==> src/hw/rtl/sacu_pkg.sv <==
// sacu_pkg: shared types, register indexes and the overlay color function
// for the segmentation argmax colorizer; depends on nothing
`default_nettype none

package sacu_pkg;

    // configuration register indexes
    localparam int unsigned CfgAddrW = 3;
    localparam logic [CfgAddrW-1:0] REG_MODE        = 3'd0;
    localparam logic [CfgAddrW-1:0] REG_NUM_CLASSES = 3'd1;
    localparam logic [CfgAddrW-1:0] REG_BACKGROUND  = 3'd2;
    localparam logic [CfgAddrW-1:0] REG_ALPHA       = 3'd3;
    localparam logic [CfgAddrW-1:0] REG_THRESHOLD   = 3'd4;

    localparam logic MODE_SCORE = 1'b0;
    localparam logic MODE_ID    = 1'b1;

    localparam logic [31:0] CLASS0_COLOR = 32'h00ff_0000;
    localparam int unsigned AlphaShift   = 24;

    // argmax status for the item in the input register
    typedef struct packed {
        logic       close;   // this score ends the pixel
        logic       valid;   // a class qualified and it is within 0..255
        logic [7:0] cls;     // winning class, low byte
    } argmax_res_t;

    // bit-interleaved palette: class bit 3g+ch lands at bit (7-g) of byte (3-ch)
    function automatic logic [31:0] voc_color(input logic [7:0] cls);
        logic [31:0] c;
        c = '0;
        for (int g = 0; g < 3; g++) begin
            for (int ch = 0; ch < 3; ch++) begin
                if (3 * g + ch < 8) begin
                    c[(7 - g) + 8 * (3 - ch)] = cls[3 * g + ch];
                end
            end
        end
        return c;
    endfunction

    function automatic logic [31:0] colorize(
        input logic       valid,
        input logic [7:0] cls,
        input logic [9:0] bg,
        input logic [7:0] alpha
    );
        logic [31:0] color;
        logic        is_bg;
        is_bg = (bg[9:8] == 2'b00) && (bg[7:0] == cls);
        if (!valid || is_bg) begin
            return '0;
        end
        if (cls == 8'd0) begin
            color = (bg != 10'd0) ? CLASS0_COLOR : '0;
        end else begin
            color = voc_color(cls);
        end
        return color | ({24'd0, alpha} << AlphaShift);
    endfunction

endpackage

`default_nettype wire

==> src/hw/rtl/sacu_argmax.sv <==
// sacu_argmax: per-pixel running argmax over class scores
// depends on sacu_pkg
`default_nettype none

module sacu_argmax #(
    parameter int unsigned MAX_CLASSES = 1024
) (
    input  wire logic                     aclk,
    input  wire logic                     aresetn,
    input  wire logic                     clear,      // drop the pixel in progress
    input  wire logic                     step,       // consume the held score
    input  wire logic [31:0]              value,
    input  wire logic [31:0]              threshold,
    input  wire logic [$clog2(MAX_CLASSES)-1:0] last_idx,
    output sacu_pkg::argmax_res_t         res
);
    import sacu_pkg::*;

    localparam int unsigned CW = $clog2(MAX_CLASSES);

    logic [31:0]   best_score_reg, best_score_next;
    logic [CW-1:0] best_class_reg, best_class_next;
    logic          best_found_reg, best_found_next;
    logic [CW-1:0] counter_reg, counter_next;

    logic          gt;
    logic          found_now;
    logic [CW-1:0] class_now;
    logic [CW+7:0] class_ext;

    always_comb begin
        gt        = $signed(value) > $signed(best_found_reg ? best_score_reg : threshold);
        found_now = best_found_reg | gt;
        class_now = gt ? counter_reg : best_class_reg;
        class_ext = {8'd0, class_now};
        res.close = counter_reg >= last_idx;
        res.valid = found_now && (class_ext <= (CW + 8)'(255));
        res.cls   = class_ext[7:0];
    end

    always_comb begin
        best_score_next = best_score_reg;
        best_class_next = best_class_reg;
        best_found_next = best_found_reg;
        counter_next    = counter_reg;
        if (clear) begin
            best_score_next = '0;
            best_class_next = '0;
            best_found_next = 1'b0;
            counter_next    = '0;
        end else if (step) begin
            if (res.close) begin
                best_score_next = '0;
                best_class_next = '0;
                best_found_next = 1'b0;
                counter_next    = '0;
            end else begin
                if (gt) begin
                    best_score_next = value;
                end
                best_class_next = class_now;
                best_found_next = found_now;
                counter_next    = counter_reg + 1'b1;
            end
        end
    end

    always_ff @(posedge aclk) begin
        if (!aresetn) begin
            best_score_reg <= '0;
            best_class_reg <= '0;
            best_found_reg <= 1'b0;
            counter_reg    <= '0;
        end else begin
            best_score_reg <= best_score_next;
            best_class_reg <= best_class_next;
            best_found_reg <= best_found_next;
            counter_reg    <= counter_next;
        end
    end

endmodule

`default_nettype wire

==> src/hw/rtl/segmentation_argmax_colorizer_unit.sv <==
// segmentation_argmax_colorizer_unit: top level, stream ports, config registers,
// input and result registers; depends on sacu_pkg and sacu_argmax
`default_nettype none

// Turns segmentation network output into RGBA overlay pixels. In score mode
// (mode = 0) the block takes num_classes signed Q16.16 scores per pixel in class
// order and keeps the class with the highest score above the threshold, the
// earliest on a tie; the last score of the pixel produces one pixel word, the
// others produce nothing. In id mode (mode = 1) every request is a class id and
// produces one pixel word. A word is zero for no qualifying class, the
// background class, or a class outside 0..255; else the bit-interleaved palette
// color (a fixed color for class 0) in bits 8..31 ORed with alpha_level at bit
// 24. Rate: one request per cycle unless the result stream stalls; a request
// passes the input register, then the result register. The running argmax
// compare and update sets the cycle. Writing mode or num_classes drops a pixel
// in progress. Configure only while no request is in flight.
module segmentation_argmax_colorizer_unit #(
    parameter int unsigned MAX_CLASSES = 1024
) (
    input  wire logic        aclk,
    input  wire logic        aresetn,
    // configuration write port
    input  wire logic        cfg_wr_en,
    input  wire logic [sacu_pkg::CfgAddrW-1:0] cfg_addr,
    input  wire logic [31:0] cfg_wr_data,
    // request stream
    input  wire logic        s_tvalid,
    output logic             s_tready,
    input  wire logic [31:0] s_tdata,    // [31:0] value (signed)
    // result stream
    output logic             m_tvalid,
    input  wire logic        m_tready,
    output logic [31:0]      m_tdata     // [31:0] pixel_rgba
);
    import sacu_pkg::*;

    localparam int unsigned CW = $clog2(MAX_CLASSES);
    localparam logic [31:0] MaxClasses32 = 32'(MAX_CLASSES);

    // configuration registers
    logic          mode_reg;
    logic [CW-1:0] last_idx_reg;      // clamped num_classes minus one
    logic [9:0]    background_reg;
    logic [7:0]    alpha_reg;
    logic [31:0]   threshold_reg;
    logic [31:0]   nc32;
    logic [31:0]   last_idx32;

    // input register
    logic          s1_valid_reg, s1_valid_next;
    logic [31:0]   s1_value_reg;

    // result register
    logic          m_valid_reg, m_valid_next;
    logic [31:0]   m_data_reg, m_data_next;

    logic          clear_pixel;
    logic          out_free;
    logic          s1_has_result;
    logic          s1_fire;
    logic          s_fire;
    argmax_res_t   am_res;
    logic          px_valid;
    logic [7:0]    px_class;

    // clamp num_classes into 1..MAX_CLASSES and keep its last index
    always_comb begin
        nc32 = {21'd0, cfg_wr_data[10:0]};
        if (nc32 == 32'd0) begin
            last_idx32 = 32'd0;
        end else if (nc32 > MaxClasses32) begin
            last_idx32 = MaxClasses32 - 32'd1;
        end else begin
            last_idx32 = nc32 - 32'd1;
        end
    end

    assign clear_pixel = cfg_wr_en && ((cfg_addr == REG_MODE) || (cfg_addr == REG_NUM_CLASSES));

    always_ff @(posedge aclk) begin
        if (!aresetn) begin
            mode_reg       <= MODE_SCORE;
            last_idx_reg   <= '0;
            background_reg <= '0;
            alpha_reg      <= 8'hff;
            threshold_reg  <= '0;
        end else if (cfg_wr_en) begin
            case (cfg_addr)
                REG_MODE:        mode_reg       <= cfg_wr_data[0];
                REG_NUM_CLASSES: last_idx_reg   <= last_idx32[CW-1:0];
                REG_BACKGROUND:  background_reg <= cfg_wr_data[9:0];
                REG_ALPHA:       alpha_reg      <= cfg_wr_data[7:0];
                REG_THRESHOLD:   threshold_reg  <= cfg_wr_data;
                default: ;
            endcase
        end
    end

    // running argmax; state moves when a score-mode request leaves the input register
    sacu_argmax #(
        .MAX_CLASSES(MAX_CLASSES)
    ) u_argmax (
        .aclk      (aclk),
        .aresetn   (aresetn),
        .clear     (clear_pixel),
        .step      (s1_fire && (mode_reg == MODE_SCORE)),
        .value     (s1_value_reg),
        .threshold (threshold_reg),
        .last_idx  (last_idx_reg),
        .res       (am_res)
    );

    // handshake: the input register drains when its request makes no result
    // or the result register can take one
    always_comb begin
        out_free      = !m_valid_reg || m_tready;
        s1_has_result = (mode_reg == MODE_ID) || am_res.close;
        s1_fire       = s1_valid_reg && (!s1_has_result || out_free);
        s_tready      = !s1_valid_reg || s1_fire;
        s_fire        = s_tvalid && s_tready;
        s1_valid_next = s_fire ? 1'b1 : (s1_fire ? 1'b0 : s1_valid_reg);
    end

    // pixel word selection
    always_comb begin
        if (mode_reg == MODE_ID) begin
            px_valid = (s1_value_reg[31:8] == 24'd0);   // id in 0..255
            px_class = s1_value_reg[7:0];
        end else begin
            px_valid = am_res.valid;
            px_class = am_res.cls;
        end
        m_data_next  = m_data_reg;
        m_valid_next = m_valid_reg && !m_tready;
        if (s1_fire && s1_has_result) begin
            m_valid_next = 1'b1;
            m_data_next  = colorize(px_valid, px_class, background_reg, alpha_reg);
        end
    end

    always_ff @(posedge aclk) begin
        if (!aresetn) begin
            s1_valid_reg <= 1'b0;
            m_valid_reg  <= 1'b0;
        end else begin
            s1_valid_reg <= s1_valid_next;
            m_valid_reg  <= m_valid_next;
        end
    end

    // payload registers, no reset
    always_ff @(posedge aclk) begin
        if (s_fire) begin
            s1_value_reg <= s_tdata;
        end
        m_data_reg <= m_data_next;
    end

    assign m_tvalid = m_valid_reg;
    assign m_tdata  = m_data_reg;

    // an empty input register always takes a request
    a_ready_when_empty: assert property (@(posedge aclk) disable iff (!aresetn)
        !s1_valid_reg |-> s_tready)
        else $error("input register empty but not ready");

    // every id-mode request that leaves the input register shows up as a result
    a_id_makes_result: assert property (@(posedge aclk) disable iff (!aresetn)
        (s1_fire && (mode_reg == MODE_ID) && !clear_pixel) |=> m_valid_reg)
        else $error("id-mode request lost");

    // a new result only comes from a held request
    a_result_source: assert property (@(posedge aclk) disable iff (!aresetn)
        $rose(m_valid_reg) |-> $past(s1_valid_reg))
        else $error("result without a request");

endmodule

`default_nettype wire
==> config.mk <==
export PLATFORM = sky130hd
export DESIGN_NAME = segmentation_argmax_colorizer_unit
export DESIGN_NICKNAME = d
export VERILOG_FILES = /design/src/hw/rtl/sacu_pkg.sv /design/src/hw/rtl/sacu_argmax.sv /design/src/hw/rtl/segmentation_argmax_colorizer_unit.sv
export SDC_FILE = /design/constraint.sdc
export NUM_CORES = 1
export LEC_CHECK = 0
export BUFFER_PORTS_ARGS = -buffer_cell sky130_fd_sc_hd__buf_2
export CORE_MARGIN = 1.5
export CORE_UTILIZATION = 38
export DETAILED_ROUTE_END_ITERATION = 7
export PLACE_DENSITY = 0.7
export SYNTH_ARGS = -nofsm -noshare
export SYNTH_HDL_FRONTEND = slang
export SYNTH_SLANG_ARGS = --single-unit
export TNS_END_PERCENT = 5
==> constraint.sdc <==
create_clock -name aclk -period 4.1 [get_ports aclk]
set_clock_uncertainty 0.15 [all_clocks]
set_input_delay 0.615 -clock aclk [delete_from_list [all_inputs] [get_ports aclk]]
set_output_delay 0.615 -clock aclk [all_outputs]
set_load 0.05 [all_outputs]
==> results.cfg, run 1 <==
[setup_path]
cpMaxStageDelayCell = a222oi_1
path_buf_inv = 3
cpMostUsedCell = buf_4
r2r-end = m_tdata[14]
cp.required_ns = 4.14
crit_type = register to register
rr_worst_depth = 15
path_cells = buf_12 -> mux2i_1 -> ha_1 -> a21oi_1 -> o21ai_0 -> a211oi_2 -> a31o_2 -> and3_4 -> nor3_1 -> a222oi_1 -> buf_4 -> xor2_1 -> a41oi_2 -> buf_4 -> and2b_1
crit_family = compound AO/OA/AOI/OAI gates
cp-end-kind = register
cp-start-kind = register
critical-path-max-stage-delay_ns = 0.37
reg2reg_from = u_argmax.best_found_reg
r2r_setup_slack_ns = 0.15
path_max_fanout = 22
crit_arrival_ns = 3.98

[detailed_routing]
dr_total_vias = 6286
viasPerCell = 5.265
drc_errors = 0
ant_nets = 0
wl_um = 19590
drtPass1Iterations = 5
drt_iter0_markers = 342
wire_per_inst_um = 16.40

[yosys]
ys_warn_count = 0
synth_edf_count = 46
seq_area_frac_synth_pct = 46.50
synth_seq_cells = 162
synth.distinct_cells = 64
synth-async-reset-ratio_pct = 0
postSynthCellCount = 822
synth-main-ff-cell = dfxtp_1
syn_area_um2 = 7965
syn_avg_cell_area_um2 = 9.690

[global_route]
grt_pass1_vias = 6065
grt_pass1_wl_um = 31220
global_route.overflow_total = 0
antenna_found_initial = 0
grt_max_degree = 64
grtUsageTotal_pct = 18.36

[placement]
numPortBuffers = 91
routabilityCongestion = 0.9186
hpwl_um = 14080
post-place-cells = 1160

[final_layout]
fin_nets = 1027
fillers = 1962
fin_cells = 1194
layout_common_cells = nand2_1, dfxtp_1, buf_2, a21boi_0, edfxtp_1
areaGrowthSynthToFinish_pct = 17.47
post-route-util_pct = 45.80
drive_above_1_share_pct = 18.40
final_common_cell = nand2_1
n_antenna_cell = 0

[timing]
maxSlewViolCount = 0
period_needed_ns = 3.947
hold_viol_final = 0
max_freq_mhz = 253.4
whs_ns = 0.2053
final-setup-viol-count = 0
finalCritPeriodShare_pct = 96.27
grt_setup_unrepaired = true
fin_tns_setup_ns = 0
tightest_slew_ns = 1.254
relSlewSlack_pct = 15.68

[floorplan]
dieArea_um2 = 21840
pin_count = 106
rows = 52
die_y_um = 147.8
die_w_um = 147.8
core_um2 = 20430
start_util_pct = 38.99

[cts]
cts_made_buffers = 17
clock-root-buffer = clkbuf_16
clock_sinks = 162
cts_max_level = 4
cts_tree = done
cts.clk_slew.worst_paths_ns = 0.07
cts_buffer_depth = 2
clock_latency_ns = 0.43

[pwr]
ir_drop_uv = 298.5
p_per_area_nw_per_um2 = 402.8
total_leakage_power_nw = 3.525
p_total_mw = 3.769

[hold_path]
worstHoldStart = s_tdata[19]
hold_depth = 1
hold-path-endpoint = s1_value_reg[19]
hold_path.class = input pin to register

[outcome]
outcome = completed

[run]
cap_viol_max_count = 0
[power by group]
group	switching (mW)	internal [mW]	total, mW
registers	0.0402	1.71	1.75
clock network	0.669	0.908	1.58
logic	0.280	0.163	0.443
[layout make-up]
| cell class | count | area (um2) | area share [%] |
|---|---|---|---|
| Clock buffer | 19 | 432.9 | 4.627 |
| Clock inverter | 13 | 150.1 | 1.605 |
| Inverter | 24 | 90.09 | 0.9628 |
| Multi-Input combinational cell | 591 | 3974 | 42.47 |
| Sequential cell | 162 | 3705 | 39.60 |
| Tap cell | 270 | 337.8 | 3.611 |
| Timing Repair Buffer | 115 | 666.9 | 7.128 |
[worst max path at each step]
stage / start / to / slack, ns / cells after the start
after floorplan: u_argmax.best_found_reg / m_tdata[24] / 0.08 / 14
after global placement: u_argmax.best_found_reg / m_tdata[31] / 0.25 / 15
after detailed placement: u_argmax.best_found_reg / m_tdata[14] / 0.13 / 15
after CTS: u_argmax.best_found_reg / m_tdata[14] / 0.10 / 16
after global routing: u_argmax.best_found_reg / m_tdata[26] / -0.04 / 16
final: u_argmax.best_found_reg / m_tdata[14] / 0.15 / 15
[synth_stat cells, types with 19 or more instances]
cell type / count / area [um2]
o21ai_0: 22 / 110.1
inv_1: 24 / 90.09
a21oi_1: 27 / 135.1
ha_1: 44 / 550.5
a21boi_0: 49 / 367.9
mux2i_1: 35 / 350.3
dfxtp_1: 116 / 2322
edfxtp_1: 46 / 1381
nor2_1: 45 / 168.9
nand3_1: 19 / 95.09
a22o_1: 32 / 280.3
clkbuf_1: 38 / 142.6
nand2_1: 127 / 476.7
[logic make-up after synthesis]
logic type	after synthesis	share of synthesized area, %
AO/OA/AOI/OAI	191	17.78
XOR/XNOR	18	1.979
adder cells (fa/ha/maj)	46	7.163
buffers and inverters	82	4.901
flip-flops	162	46.50
multiplexers	36	4.540
other	1	0.04708
AND/OR/NAND/NOR	286	17.09
[routing by layer]
metal | track usage, % | part of all wire, % | up-vias
met5 | 0 | 0 | -
met4 | 9.150 | 3.3 | 0
met3 | 3.735 | 5.2 | 35
met2 | 28.57 | 45 | 194
met1 | 24.23 | 47 | 2945
li1 | - | - | 3112
[per-stage QoR]
stage          cell area [um2]  worst slack (ns)
5_1_grt                   9356          -0.04216
3_3_place_gp              8707            0.2467
2_1_floorplan             8016           0.07756
6_report                  9356            0.1531
4_1_cts                   9295            0.1033
3_5_place_dp              8707            0.1264
[repair_timing]
item | in CTS | in global routing
buffers inserted | 0 | 2
cloned | 0 | 0
endpoints found under the setup margin | 1 | 25
resized for setup | 2 | 10
hold buffers | 0 | 0
pin swaps | 0 | 2
Note: power is estimated with default switching activity, not from simulation.
==> run 2, diff against run 1 <==
--- a/config.mk
+++ b/config.mk
@@ -6,10 +6,12 @@
 export NUM_CORES = 1
 export LEC_CHECK = 0
 export BUFFER_PORTS_ARGS = -buffer_cell sky130_fd_sc_hd__buf_2
+export CELL_PAD_IN_SITES_DETAIL_PLACEMENT = 1
+export CELL_PAD_IN_SITES_GLOBAL_PLACEMENT = 1
 export CORE_MARGIN = 1.5
 export CORE_UTILIZATION = 38
 export DETAILED_ROUTE_END_ITERATION = 7
-export PLACE_DENSITY = 0.7
+export PLACE_DENSITY = 0.83
 export SYNTH_ARGS = -nofsm -noshare
 export SYNTH_HDL_FRONTEND = slang
 export SYNTH_SLANG_ARGS = --single-unit
==> run 2 against run 1 <==
Net effect: power up 3.1%; global-route usage up 3.0 points; sequential power about the same; first-iteration DRC count down 15%; sequential share of layout area down 0.51 points; register-to-register slack worse by 0.04 ns; via count up 4.0%; maximum frequency down 1.1%; combinational power up 7.9%; wire length up 16%; worst hold slack worse by 0.011 ns; largest cell class unchanged.
==> results.cfg, run 2 (synthesized netlist as in run 1, its figures left out) <==
[outcome]
outcome = completed

[global_route]
grt_pass1_wl_um = 36050
antenna_found_initial = 0
use_met2_pct = 36.71
grt.busiest_layer = met2
grt_max_degree = 64
grtUsageMet3_pct = 3.549
grtUsageTotal_pct = 21.39
global_route.overflow_total = 0
grt_pass1_vias = 6768
gr-usage-met1_pct = 26.80

[detailed_routing]
drc_errors = 0
dr_total_vias = 6537
drtPass1Iterations = 4
wire_per_inst_um = 18.80
drt_iter0_markers = 289
ant_nets = 0
viasPerCell = 5.416
wl_um = 22690

[cts]
cts_made_buffers = 17
cts_max_level = 4
cts_buffer_depth = 2
clock_latency_ns = 0.44
clock_sinks = 162
cts_tree = done
clock-root-buffer = clkbuf_16
cts.clk_slew.worst_paths_ns = 0.07

[hold_path]
worstHoldStart = s_tdata[13]
hold_path.class = input pin to register

[timing]
whs_ns = 0.1940
grt_setup_unrepaired = true
maxSlewViolCount = 0
fin_ws_ns = 0.1107
tightest_slew_ns = 1.230
hold_viol_final = 0
period_needed_ns = 3.989
finalCritPeriodShare_pct = 97.30
final-setup-viol-count = 0
max_freq_mhz = 250.7
relSlewSlack_pct = 17.28

[setup_path]
crit_type = register to register
cpMaxStageDelayCell = dfxtp_2
path_buf_inv = 4
crit_arrival_ns = 4.03
critical-path-max-stage-delay_ns = 0.36
path_max_fanout = 20
cp-start-kind = register
reg2reg_from = u_argmax.best_found_reg
path_cells = buf_12 -> mux2i_1 -> ha_1 -> a21oi_1 -> o21ai_0 -> a211oi_1 -> buf_4 -> a31o_2 -> and3_4 -> nor3_1 -> a222oi_1 -> buf_4 -> xor2_1 -> a41oi_4 -> buf_4 -> and2b_1
cp-end-kind = register
cp-startpoint = u_argmax.best_found_reg
cp.required_ns = 4.14
crit_family = compound AO/OA/AOI/OAI gates
cpMostUsedCell = buf_4

[floorplan]
pin_count = 106
die_y_um = 147.8
die_w_um = 147.8
core_um2 = 20430
dieArea_um2 = 21840
rows = 52
start_util_pct = 38.99

[final_layout]
n_antenna_cell = 0
drive_above_1_share_pct = 19.32
fin_nets = 1040
multi_input_area_um2 = 3964
layout_common_cells = nand2_1, dfxtp_1, buf_2, a21boi_0, edfxtp_1
fillers = 2356
areaGrowthSynthToFinish_pct = 19.04
post-route-util_pct = 46.41
final_common_cell = nand2_1
seq_area_um2 = 3706

[placement]
routabilityCongestion = 0.8908
numPortBuffers = 91
dp_slack_ns = 0.05728
hpwl_um = 16390

[run]
cap_viol_max_count = 0

[pwr]
p_per_area_nw_per_um2 = 410.0
total_leakage_power_nw = 3.592
ir_drop_uv = 301.9
-- run 2: area by class of cell --
type                    instances  share of cell area, %
clock inverters                14                  1.650
repair buffers                128                  8.195
multi-input cells             591                  41.81
inverters                      24                 0.9501
clock buffers                  18                  4.751
well taps                     270                  3.563
flip-flops and latches        162                  39.09
-- run 2: path summary, 6_finish.rpt --
kind	to	slack, ns	cells past startpoint
max	m_tdata[14]	0.11	16
min	s1_value_reg[13]	0.19	1
max reg2reg	m_tdata[14]	0.11	16
min reg2reg	alpha_reg[2]	0.32	2
-- run 2: layer usage --
metal | vias up | wire length [um]
met3 | 29 | 859
met2 | 175 | 11190
met5 | - | 0
li1 | 3137 | -
met1 | 3196 | 10020
met4 | 0 | 624
-- run 2: metrics by stage --
stage / power (mW) / TNS [ns] / area [um2] / std cells
after CTS: 3.905 / 0 / 9439 / 1206
after floorplan: 2.087 / 0 / 8016 / 835
after global placement: 2.230 / 0 / 8825 / 1174
final: 3.887 / 0 / 9482 / 1207
after global routing: 4.013 / -0.3253 / 9482 / 1207
after detailed placement: 2.246 / 0 / 8825 / 1174
-- run 2: report_power, final --
group          total [mW]  internal [mW]  switching [mW]
logic               0.478          0.179           0.299
clock network        1.66          0.907           0.753
registers            1.75           1.71          0.0412
total                3.89           2.79            1.09
-- run 2: what timing repair did --
item	in CTS	in global routing
endpoints found under the setup margin	1	27
resized for setup	2	9
buffers inserted	0	1
hold buffers	0	0
pin swaps	0	3
hold endpoints to repair	0	0
